### config.mk
export PLATFORM = sky130hd
export DESIGN_NAME = fem9_seq
export DESIGN_NICKNAME = d
export VERILOG_FILES = /design/src/sv/fem9_pkg.sv /design/src/sv/fem9_seq.sv
export SDC_FILE = /design/constraint.sdc
export NUM_CORES = 1
export LEC_CHECK = 0
export BUFFER_PORTS_ARGS = -buffer_cell sky130_fd_sc_hd__clkbuf_2
export CAP_MARGIN = 0
export CELL_PAD_IN_SITES_DETAIL_PLACEMENT = 0
export CELL_PAD_IN_SITES_GLOBAL_PLACEMENT = 1
export CORE_ASPECT_RATIO = 0.5
export CORE_MARGIN = 2
export CORE_UTILIZATION = 44
export DETAILED_ROUTE_END_ITERATION = 8
export PLACE_DENSITY_LB_ADDON = 0.1
export SETUP_SLACK_MARGIN = 0.1
export SLEW_MARGIN = 0
export SYNTH_ARGS = -nofsm -noshare
export SYNTH_HDL_FRONTEND = slang
export SYNTH_SLANG_ARGS = --single-unit
### constraint.sdc
create_clock -name clk -period 10.9 [get_ports clk]
set_input_delay 2.725 -clock clk [delete_from_list [all_inputs] [get_ports clk]]
set_output_delay 2.725 -clock clk [all_outputs]
set_load 0.03 [all_outputs]
### src/sv/fem9_pkg.sv
// Shared constants, types and helpers for the nine-point stencil off-diagonal block.
`default_nettype none

package fem9_pkg;

	localparam int MAX_COLS = 1024;
	localparam int MAX_ROWS = 1024;
	localparam int SAMPLE_W = 32;
	localparam int WGT_W    = 18;
	localparam int SIZE_W   = 11;
	localparam int IDX_W    = 3;
	localparam int COL_W    = $clog2(MAX_COLS);
	localparam int ROW_W    = $clog2(MAX_ROWS);
	localparam int CLR_W    = COL_W + 1;
	localparam int NPTS     = 4;
	localparam int CSUM_W   = SAMPLE_W + 2;
	localparam int PSUM_W   = SAMPLE_W + 1;
	localparam int FRAC_SH  = WGT_W - 1;

	// points a sample can complete, in emission order
	localparam int PT_UL = 0;
	localparam int PT_UR = 1;
	localparam int PT_LL = 2;
	localparam int PT_LR = 3;

	localparam logic [SIZE_W-1:0] SIZE_RST   = SIZE_W'(2);
	localparam logic [WGT_W-1:0]  CORNER_RST = WGT_W'(-16384);

	typedef enum logic [IDX_W-1:0] {
		REG_COLS       = 3'd0,
		REG_ROWS       = 3'd1,
		REG_CORNER     = 3'd2,
		REG_VERT       = 3'd3,
		REG_HORIZ      = 3'd4,
		REG_VERT_HALF  = 3'd5,
		REG_HORIZ_HALF = 3'd6
	} cfg_reg_t;

	typedef logic [SAMPLE_W-1:0] smp_t;

	typedef struct packed {
		logic [SIZE_W-1:0] nc;
		logic [SIZE_W-1:0] nr;
		logic [WGT_W-1:0]  fc;
		logic [WGT_W-1:0]  fey;
		logic [WGT_W-1:0]  fex;
		logic [WGT_W-1:0]  hey;
		logic [WGT_W-1:0]  hex;
	} cfg_t;

	typedef struct packed {
		smp_t [2:0][2:0]    g;
		logic [COL_W-1:0]   x;
		logic [ROW_W-1:0]   y;
		logic [NPTS-1:0]    pts;
	} item_t;

	typedef struct packed {
		logic [CSUM_W-1:0] csum;
		logic [PSUM_W-1:0] vsum;
		logic [PSUM_W-1:0] hsum;
		logic [WGT_W-1:0]  cw;
		logic [WGT_W-1:0]  vw;
		logic [WGT_W-1:0]  hw;
		logic [COL_W-1:0]  pc;
		logic [ROW_W-1:0]  pr;
		logic              last;
	} pnt_t;

	function automatic logic [SIZE_W-1:0] clamp_size(input logic [SIZE_W-1:0] v,
			input logic [SIZE_W-1:0] maxv);
		logic [SIZE_W-1:0] r;
		if (v < SIZE_W'(2)) r = SIZE_W'(2);
		else if (v > maxv) r = maxv;
		else r = v;
		return r;
	endfunction

endpackage

`default_nettype wire

### src/sv/fem9_seq.sv
// Point sequencer: walks the points a sample completes and forms the weighted-sum operands.
`default_nettype none

module fem9_seq
	import fem9_pkg::*;
(
	input  logic  clk,
	input  logic  arst_n,
	input  cfg_t  cfg,
	input  logic  up_valid,
	output logic  up_ready,
	input  item_t up_item,
	output logic  pt_valid,
	input  logic  pt_ready,
	output pnt_t  pt
);

	logic            valid_s2;
	item_t           item_s2;
	logic [NPTS-1:0] mask_s2;
	logic            valid_s3;
	pnt_t            pnt_s3;

	logic [NPTS-1:0]     sel_oh, rest;
	logic                fire, cr_off, cc_off;
	logic                left, right, up, dn;
	logic [COL_W-1:0]    pc;
	logic [ROW_W-1:0]    pr;
	smp_t                g4   [4][4];
	smp_t                rsel [3][4];
	smp_t                nb   [3][3];
	logic signed [SAMPLE_W-1:0] t00, t02, t20, t22, t01, t21, t10, t12;
	pnt_t                pnt_d;

	assign sel_oh   = mask_s2 & (~mask_s2 + 1'b1);
	assign rest     = mask_s2 & ~sel_oh;
	assign cr_off   = sel_oh[PT_LL] | sel_oh[PT_LR];
	assign cc_off   = sel_oh[PT_UR] | sel_oh[PT_LR];
	assign fire     = valid_s2 && (!valid_s3 || pt_ready);
	assign up_ready = !valid_s2 || (fire && (rest == '0));
	assign pt_valid = valid_s3;
	assign pt       = pnt_s3;

	always_comb begin
		for (int r = 0; r < 4; r++) begin
			for (int c = 0; c < 4; c++) begin
				g4[r][c] = '0;
			end
		end
		for (int r = 0; r < 3; r++) begin
			for (int c = 0; c < 3; c++) begin
				g4[r][c] = item_s2.g[r][c];
			end
		end
		for (int r = 0; r < 3; r++) begin
			for (int c = 0; c < 4; c++) begin
				rsel[r][c] = cr_off ? g4[r+1][c] : g4[r][c];
			end
		end
		for (int r = 0; r < 3; r++) begin
			for (int c = 0; c < 3; c++) begin
				nb[r][c] = cc_off ? rsel[r][c+1] : rsel[r][c];
			end
		end
	end

	always_comb begin
		pc    = cc_off ? item_s2.x : item_s2.x - 1'b1;
		pr    = cr_off ? item_s2.y : item_s2.y - 1'b1;
		left  = (pc == '0);
		right = (SIZE_W'(pc) == cfg.nc - 1'b1);
		up    = (pr != '0);
		dn    = (SIZE_W'(pr) != cfg.nr - 1'b1);

		t00 = (up && !left)  ? nb[0][0] : '0;
		t02 = (up && !right) ? nb[0][2] : '0;
		t20 = (dn && !left)  ? nb[2][0] : '0;
		t22 = (dn && !right) ? nb[2][2] : '0;
		t01 = up     ? nb[0][1] : '0;
		t21 = dn     ? nb[2][1] : '0;
		t10 = !left  ? nb[1][0] : '0;
		t12 = !right ? nb[1][2] : '0;

		pnt_d.csum = CSUM_W'(t00) + CSUM_W'(t02) + CSUM_W'(t20) + CSUM_W'(t22);
		pnt_d.vsum = PSUM_W'(t01) + PSUM_W'(t21);
		pnt_d.hsum = PSUM_W'(t10) + PSUM_W'(t12);
		pnt_d.cw   = cfg.fc;
		pnt_d.vw   = (left || right) ? cfg.hey : cfg.fey;
		pnt_d.hw   = (!up || !dn) ? cfg.hex : cfg.fex;
		pnt_d.pc   = pc;
		pnt_d.pr   = pr;
		pnt_d.last = (rest == '0);
	end

	always_ff @(posedge clk or negedge arst_n) begin
		if (!arst_n) begin
			valid_s2 <= 1'b0;
			valid_s3 <= 1'b0;
		end else begin
			if (up_valid && up_ready) valid_s2 <= 1'b1;
			else if (fire && (rest == '0)) valid_s2 <= 1'b0;
			if (fire) valid_s3 <= 1'b1;
			else if (pt_ready) valid_s3 <= 1'b0;
		end
	end

	always_ff @(posedge clk) begin
		if (up_valid && up_ready) begin
			item_s2 <= up_item;
			mask_s2 <= up_item.pts;
		end else if (fire) begin
			mask_s2 <= rest;
		end
		if (fire) pnt_s3 <= pnt_d;
	end

	a_mask_live: assert property (@(posedge clk) disable iff (!arst_n)
		valid_s2 |-> mask_s2 != '0)
		else $error("sequencer holds a sample with no points left");

	a_one_point: assert property (@(posedge clk) disable iff (!arst_n)
		fire |-> $onehot(sel_oh))
		else $error("point select not one-hot");

endmodule

`default_nettype wire

==> impl_metrics.py, run 1 <==
metrics = {
    "placed_design": {
        "dp_cells": 3781,
        "gp_congestion": 0.975,
        "dp_hpwl_mm": 66.7,
        "dpl-instance-area_um2": 31700,
        "portBuffers": 604,
    },
    "worst_setup_path": {
        "critPathKind": "input port to register",
        "cp_top_family": "compound AO/OA/AOI/OAI gates",
        "cpMaxStageDelayCell": "or4b_2",
        "critPathCaptureType": "register",
        "arrival_ns": 9.71,
        "slowest_delay_ns": 0.69,
        "critPathRequiredTime_ns": 11.23,
        "crit_path_frequent_cell": "fa_1",
        "path_cells": "clkbuf_2, inv_1, ha_1, nand3_1, or4b_2, xnor2_1, nor2_1, nand4_1, a2111oi_4, or2_2, nor3_1, fa_1, fa_1, ha_1, fa_1, a21o_1, a21oi_1, o21a_1, nor3_1, o21ai_0, a21oi_1, o31ai_1, mux2i_1, nand3_1",
        "startpoint_type": "input port",
        "cp_max_fo": 18,
        "worst-path-buf-inv": 2,
    },
    "global_route": {
        "grt_pass1_vias": 21000,
        "gr-max-usage-layer": "met2",
        "antenna_found_initial": 8,
        "overflow": 0,
        "use_met3": 0.0620,
        "gr-usage-met2": 0.442,
        "grt_usage": 0.265,
        "grt_use_met1": 0.350,
        "grt_max_degree": 155,
        "grt_pass1_wl_mm": 129,
    },
    "cells_and_area": {
        "drive_above_1_share": 0.266,
        "fin_area_um2": 33300,
        "fin_nets": 3590,
        "syn_to_final_growth_pct": 19.9,
        "regArea_um2": 14700,
        "final_cells": 3873,
        "multi_input_area_um2": 12100,
        "fillers": 5693,
    },
    "synth": {
        "syn_avg_cell_area_um2": 11.5,
        "synth_area_leader_cell": "edfxtp_1",
        "syn-num-nets": 3011,
        "synth_common_cells": "edfxtp_1, nand2_1, a21oi_1",
        "synthFlopType": "edfxtp_1",
        "ys_warn_count": 0,
        "synth-seq-cells": 489,
        "async_reset_ff_frac": 0.00409,
        "synth_top_area_share": 0.526,
        "postSynthCellCount": 2415,
        "synth.top_cells.by_area": "edfxtp_1, nand2_1, fa_1, ha_1, a21oi_1",
        "yosysSeqAreaShare": 0.528,
        "syn_area_um2": 27800,
        "synth_edf_count": 487,
        "yosysMostFrequentCell": "edfxtp_1",
        "synth_cell_type_count": 82,
    },
    "timing": {
        "setup_viol": 0,
        "finalHoldViolCount": 0,
        "slew_headroom": 0.266,
        "timing.fmax_mhz": 107,
        "period_needed_ns": 9.38,
        "rsz0062_at_grt": "false",
        "slew_violations": 0,
        "tightest_slew_ns": 1.10,
        "fin_skew_ns": 0.0251,
        "setup_tns_ns": 0,
        "fin_crit_sh": 0.861,
    },
    "die": {
        "boundaryPins": 605,
        "start_util": 0.443,
        "die-area_um2": 65300,
        "core_area_um2": 62700,
        "row_count": 65,
        "dieHeight_um": 182,
        "die_w_um": 359,
    },
    "cts": {
        "cts-buffers-inserted": 48,
        "cts_tree": "yes",
        "clk_path_buf_depth": 3,
        "insertion_delay_ns": 0.59,
        "htreeDepth": 2,
        "cts.sinks": 489,
        "post-cts-setup-buffers": 0,
        "cts_root_buffer": "clkbuf_16",
        "clk_pin_slew_ns": 0.06,
        "cts_resized": 0,
        "holdBufCountCts": 0,
    },
    "drt": {
        "vias": 21100,
        "drtPass1Iterations": 8,
        "vias_per_cell": 5.44,
        "remaining_drc_errors": 0,
        "wl_per_cell_um": 22.7,
        "drtIter0Drc": 1827,
        "ant_nets": 0,
        "routed_wl_mm": 88.1,
    },
    "flow_run": {
        "maxCapViolCount": 0,
    },
    "worst_hold_path": {
        "min-delay-path-class": "register to register",
    },
    "status": {
        "outcome": "completed",
    },
}
## layer usage
metal,share of wire,vias up
li1,-,9881
met3,0.081,93
met2,0.48,755
met1,0.42,10300
met5,0,-
met4,0.019,0
## worst paths after layout
check | start | endpoint | cells past startpoint | slack (ns)
worst max-delay path | cfg[101] | pt[172] | 24 | 1.52
worst min-delay path | valid_s2 | pt_valid | 1 | 0.49
worst max register to register | mask_s2[3] | pt[172] | 22 | 2.59
worst min register to register | valid_s2 | pt_valid | 1 | 0.49
max in group asynchronous | arst_n | valid_s2 | 1 | 8.89
min in group asynchronous | arst_n | pt_valid | 1 | 1.91
## cell usage in the layout (no fill, tap or decap), types with 49 or more instances in the layout
cell type	count
clkbuf_2	604
edfxtp_1	487
nand2_1	405
a21oi_1	179
inv_1	153
ha_1	101
xnor2_1	91
and3_1	81
nand3_1	75
nor2_1	74
mux2i_1	73
nor3_1	69
fa_1	67
a21o_1	49
clkbuf_16	49
## kinds of logic after synthesis
| logic type | Yosys count | synth area share |
|---|---|---|
| compound gates | 381 | 0.0870 |
| mux | 139 | 0.0666 |
| fa+ha+maj | 169 | 0.0941 |
| flops | 489 | 0.528 |
| simple gates | 851 | 0.146 |
| buf+inv | 260 | 0.0379 |
| xor+xnor | 126 | 0.0402 |
## registers in the layout, summed over array words and instances (netlist names)
name	flops
g4	288
pt	175
mask_s2	4
valid_s2	1
pt_valid	1
item_s2	20
## cell type report
| class | count | area share |
|---|---|---|
| well taps | 837 | 0.0314 |
| repair buffers | 635 | 0.0989 |
| inverters | 154 | 0.0176 |
| diodes | 8 | 0.000601 |
| clock buffers | 64 | 0.0391 |
| clock inverters | 20 | 0.00811 |
| multi-input cells | 1666 | 0.364 |
| flip-flops and latches | 489 | 0.441 |
## per-stage QoR
stage / hold WS [ns] / util / setup slack [ns]
2_1_floorplan: 0.448 / - / 0.935
3_3_place_gp: 0.464 / 0.506 / 1.18
3_5_place_dp: 0.478 / 0.506 / 1.03
4_1_cts: 0.491 / 0.531 / 1.65
5_1_grt: 0.539 / 0.531 / 0.989
6_report: 0.488 / 0.531 / 1.52
## worst reg2reg max path, delay by kind of cell, from the launching register on
kind / cells / cell delay (ns)
buffers and inverters: 1 / 0.45
XOR/XNOR: 1 / 0.23
flip-flops: 1 / 0.47
AND/OR/NAND/NOR: 6 / 1.39
multiplexers: 1 / 0.24
adder cells (fa/ha/maj): 4 / 1.72
AO/OA/AOI/OAI: 9 / 3.53
Power of run 1 is left out: the tool's default activity adds up to more than one toggle a clock period on the data nets, which glitch-free logic cannot reach.
==> run 2, diff against run 1 <==
--- a/config.mk
+++ b/config.mk
@@ -11,7 +11,8 @@
 export CELL_PAD_IN_SITES_GLOBAL_PLACEMENT = 1
 export CORE_ASPECT_RATIO = 0.5
 export CORE_MARGIN = 2
-export CORE_UTILIZATION = 44
+export CORE_UTILIZATION = 45
+export CTS_BUF_LIST = sky130_fd_sc_hd__clkbuf_2
 export DETAILED_ROUTE_END_ITERATION = 8
 export PLACE_DENSITY_LB_ADDON = 0.1
 export SETUP_SLACK_MARGIN = 0.1
==> run 2 against run 1 <==
  * Via count increased by 2.4%
  * First-iteration DRC count decreased by 3.4%
  * Clock-buffer cell count rose by 96
  * Core utilization up 0.49 points
  * Clock skew is 0.087 ns higher
  * Flip-flop and latch count unchanged
  * Cell area shrank 1.7%
  * Setup slack better by 0.66 ns
  * Critical endpoint unchanged
==> impl_metrics.py, run 2 (synthesized netlist as in run 1, its figures left out) <==
metrics = {
    "die": {
        "core_area_um2": 61100,
        "die_w_um": 355,
        "boundaryPins": 605,
        "dieHeight_um": 180,
        "start_util": 0.455,
        "die-area_um2": 63900,
        "row_count": 64,
    },
    "global_route": {
        "overflow": 0,
        "grt_pass1_wl_mm": 130,
        "grt_usage": 0.273,
        "antenna_found_initial": 6,
        "grt_pass1_vias": 21200,
        "grt_max_degree": 154,
    },
    "worst_setup_path": {
        "critPathKind": "input port to register",
        "critPathCaptureType": "register",
        "arrival_ns": 9.66,
        "reg2reg_depth": 24,
        "cp_max_fo": 16,
        "reg2reg_to": "pt[172]",
        "slowest_delay_ns": 0.69,
        "cp-startpoint": "cfg[101]",
        "worstSetupEndpoint": "pt[172]",
        "reg2reg_from": "mask_s2[2]",
        "critPathRequiredTime_ns": 11.83,
        "cpMaxStageDelayCell": "or4b_2",
        "startpoint_type": "input port",
        "regToRegSetupSlack_ns": 3.16,
    },
    "timing": {
        "fin_skew_ns": 0.112,
        "slew_violations": 0,
        "period_needed_ns": 8.72,
        "setup_viol": 0,
        "fin_crit_sh": 0.800,
        "rsz0062_at_grt": "false",
        "slew_headroom": 0.268,
        "timing.fmax_mhz": 115,
        "setup_tns_ns": 0,
        "finalHoldViolCount": 0,
        "tightest_slew_ns": 1.10,
    },
    "drt": {
        "vias": 21600,
        "wl_per_cell_um": 22.3,
        "routed_wl_mm": 88.6,
        "vias_per_cell": 5.43,
        "drtIter0Drc": 1765,
        "ant_nets": 0,
        "drtPass1Iterations": 6,
        "remaining_drc_errors": 0,
    },
    "placed_design": {
        "portBuffers": 604,
        "dp_hpwl_mm": 66.1,
        "gp_congestion": 0.961,
    },
    "cts": {
        "cts_tree": "yes",
        "clk_path_buf_depth": 3,
        "cts_resized": 0,
        "cts.sinks": 489,
        "cts_root_buffer": "clkbuf_2",
        "cts-buffers-inserted": 110,
        "insertion_delay_ns": 1.23,
        "htreeDepth": 3,
        "clk_pin_slew_ns": 0.15,
        "holdBufCountCts": 0,
        "post-cts-setup-buffers": 0,
    },
    "flow_run": {
        "maxCapViolCount": 0,
    },
    "status": {
        "outcome": "completed",
    },
    "cells_and_area": {
        "final_common_cell": "clkbuf_2",
        "fin_nets": 3652,
        "layout_common_cells": "clkbuf_2, edfxtp_1, nand2_1, a21oi_1, inv_1",
        "drive_above_1_share": 0.289,
        "syn_to_final_growth_pct": 17.9,
        "fillers": 5601,
        "largest_reg_flops": 288,
    },
    "worst_hold_path": {
        "min-delay-path-class": "register to register",
    },
}
## run 2: cell type report
type,instances,area [um^2],share of cell area
multi-input combinational,1666,12100,0.370
sequential,489,14700,0.448
tap,825,1030,0.0315
antenna,6,15.0,0.000458
timing repair buffer,635,3270,0.0998
clock buffer,160,801,0.0244
inverter,154,586,0.0179
clock inverter,38,265,0.00810
## run 2: per-layer routing
metal / share of wire / vias to the layer above / track usage
li1: - / 10100 / -
met1: 0.43 / 10600 / 0.368
met2: 0.48 / 797 / 0.448
met3: 0.070 / 120 / 0.0587
met4: 0.020 / 0 / 0.0731
met5: 0 / - / 0
## run 2: per-stage QoR
step / std cells / setup slack (ns) / hold slack, ns / cell area, um^2 / utilization
2_1_floorplan: 2415 / 0.935 / 0.448 / 27800 / -
3_3_place_gp: 3769 / 1.27 / 0.462 / 31700 / 0.518
3_5_place_dp: 3769 / 1.13 / 0.478 / 31700 / 0.518
4_1_cts: 3967 / 2.47 / 0.529 / 32700 / 0.536
5_1_grt: 3973 / 1.98 / 0.580 / 32800 / 0.536
6_report: 3973 / 2.18 / 0.528 / 32800 / 0.536
## run 2: worst min-delay path by stage
stage                  start        to  slack [ns]  cells past startpoint
CTS                 valid_s2  pt_valid        0.53                      1
detailed placement  valid_s2  pt_valid        0.48                      1
floorplan           valid_s2  pt_valid        0.45                      1
global placement    valid_s2  pt_valid        0.46                      1
global route        valid_s2  pt_valid        0.58                      1
finish              valid_s2  pt_valid        0.53                      1
## run 2: worst max-delay path: cells and delay by family
kind	cells	cell delay [ns]
AOI/OAI and AO/OA	7	2.20
xor gates and xnor gates	1	0.15
adders and majority gates	4	1.62
buffers and inverters	6	0.80
muxes	1	0.25
and+or+nand+nor	8	1.88
Power of run 2 is left out for the same reason.
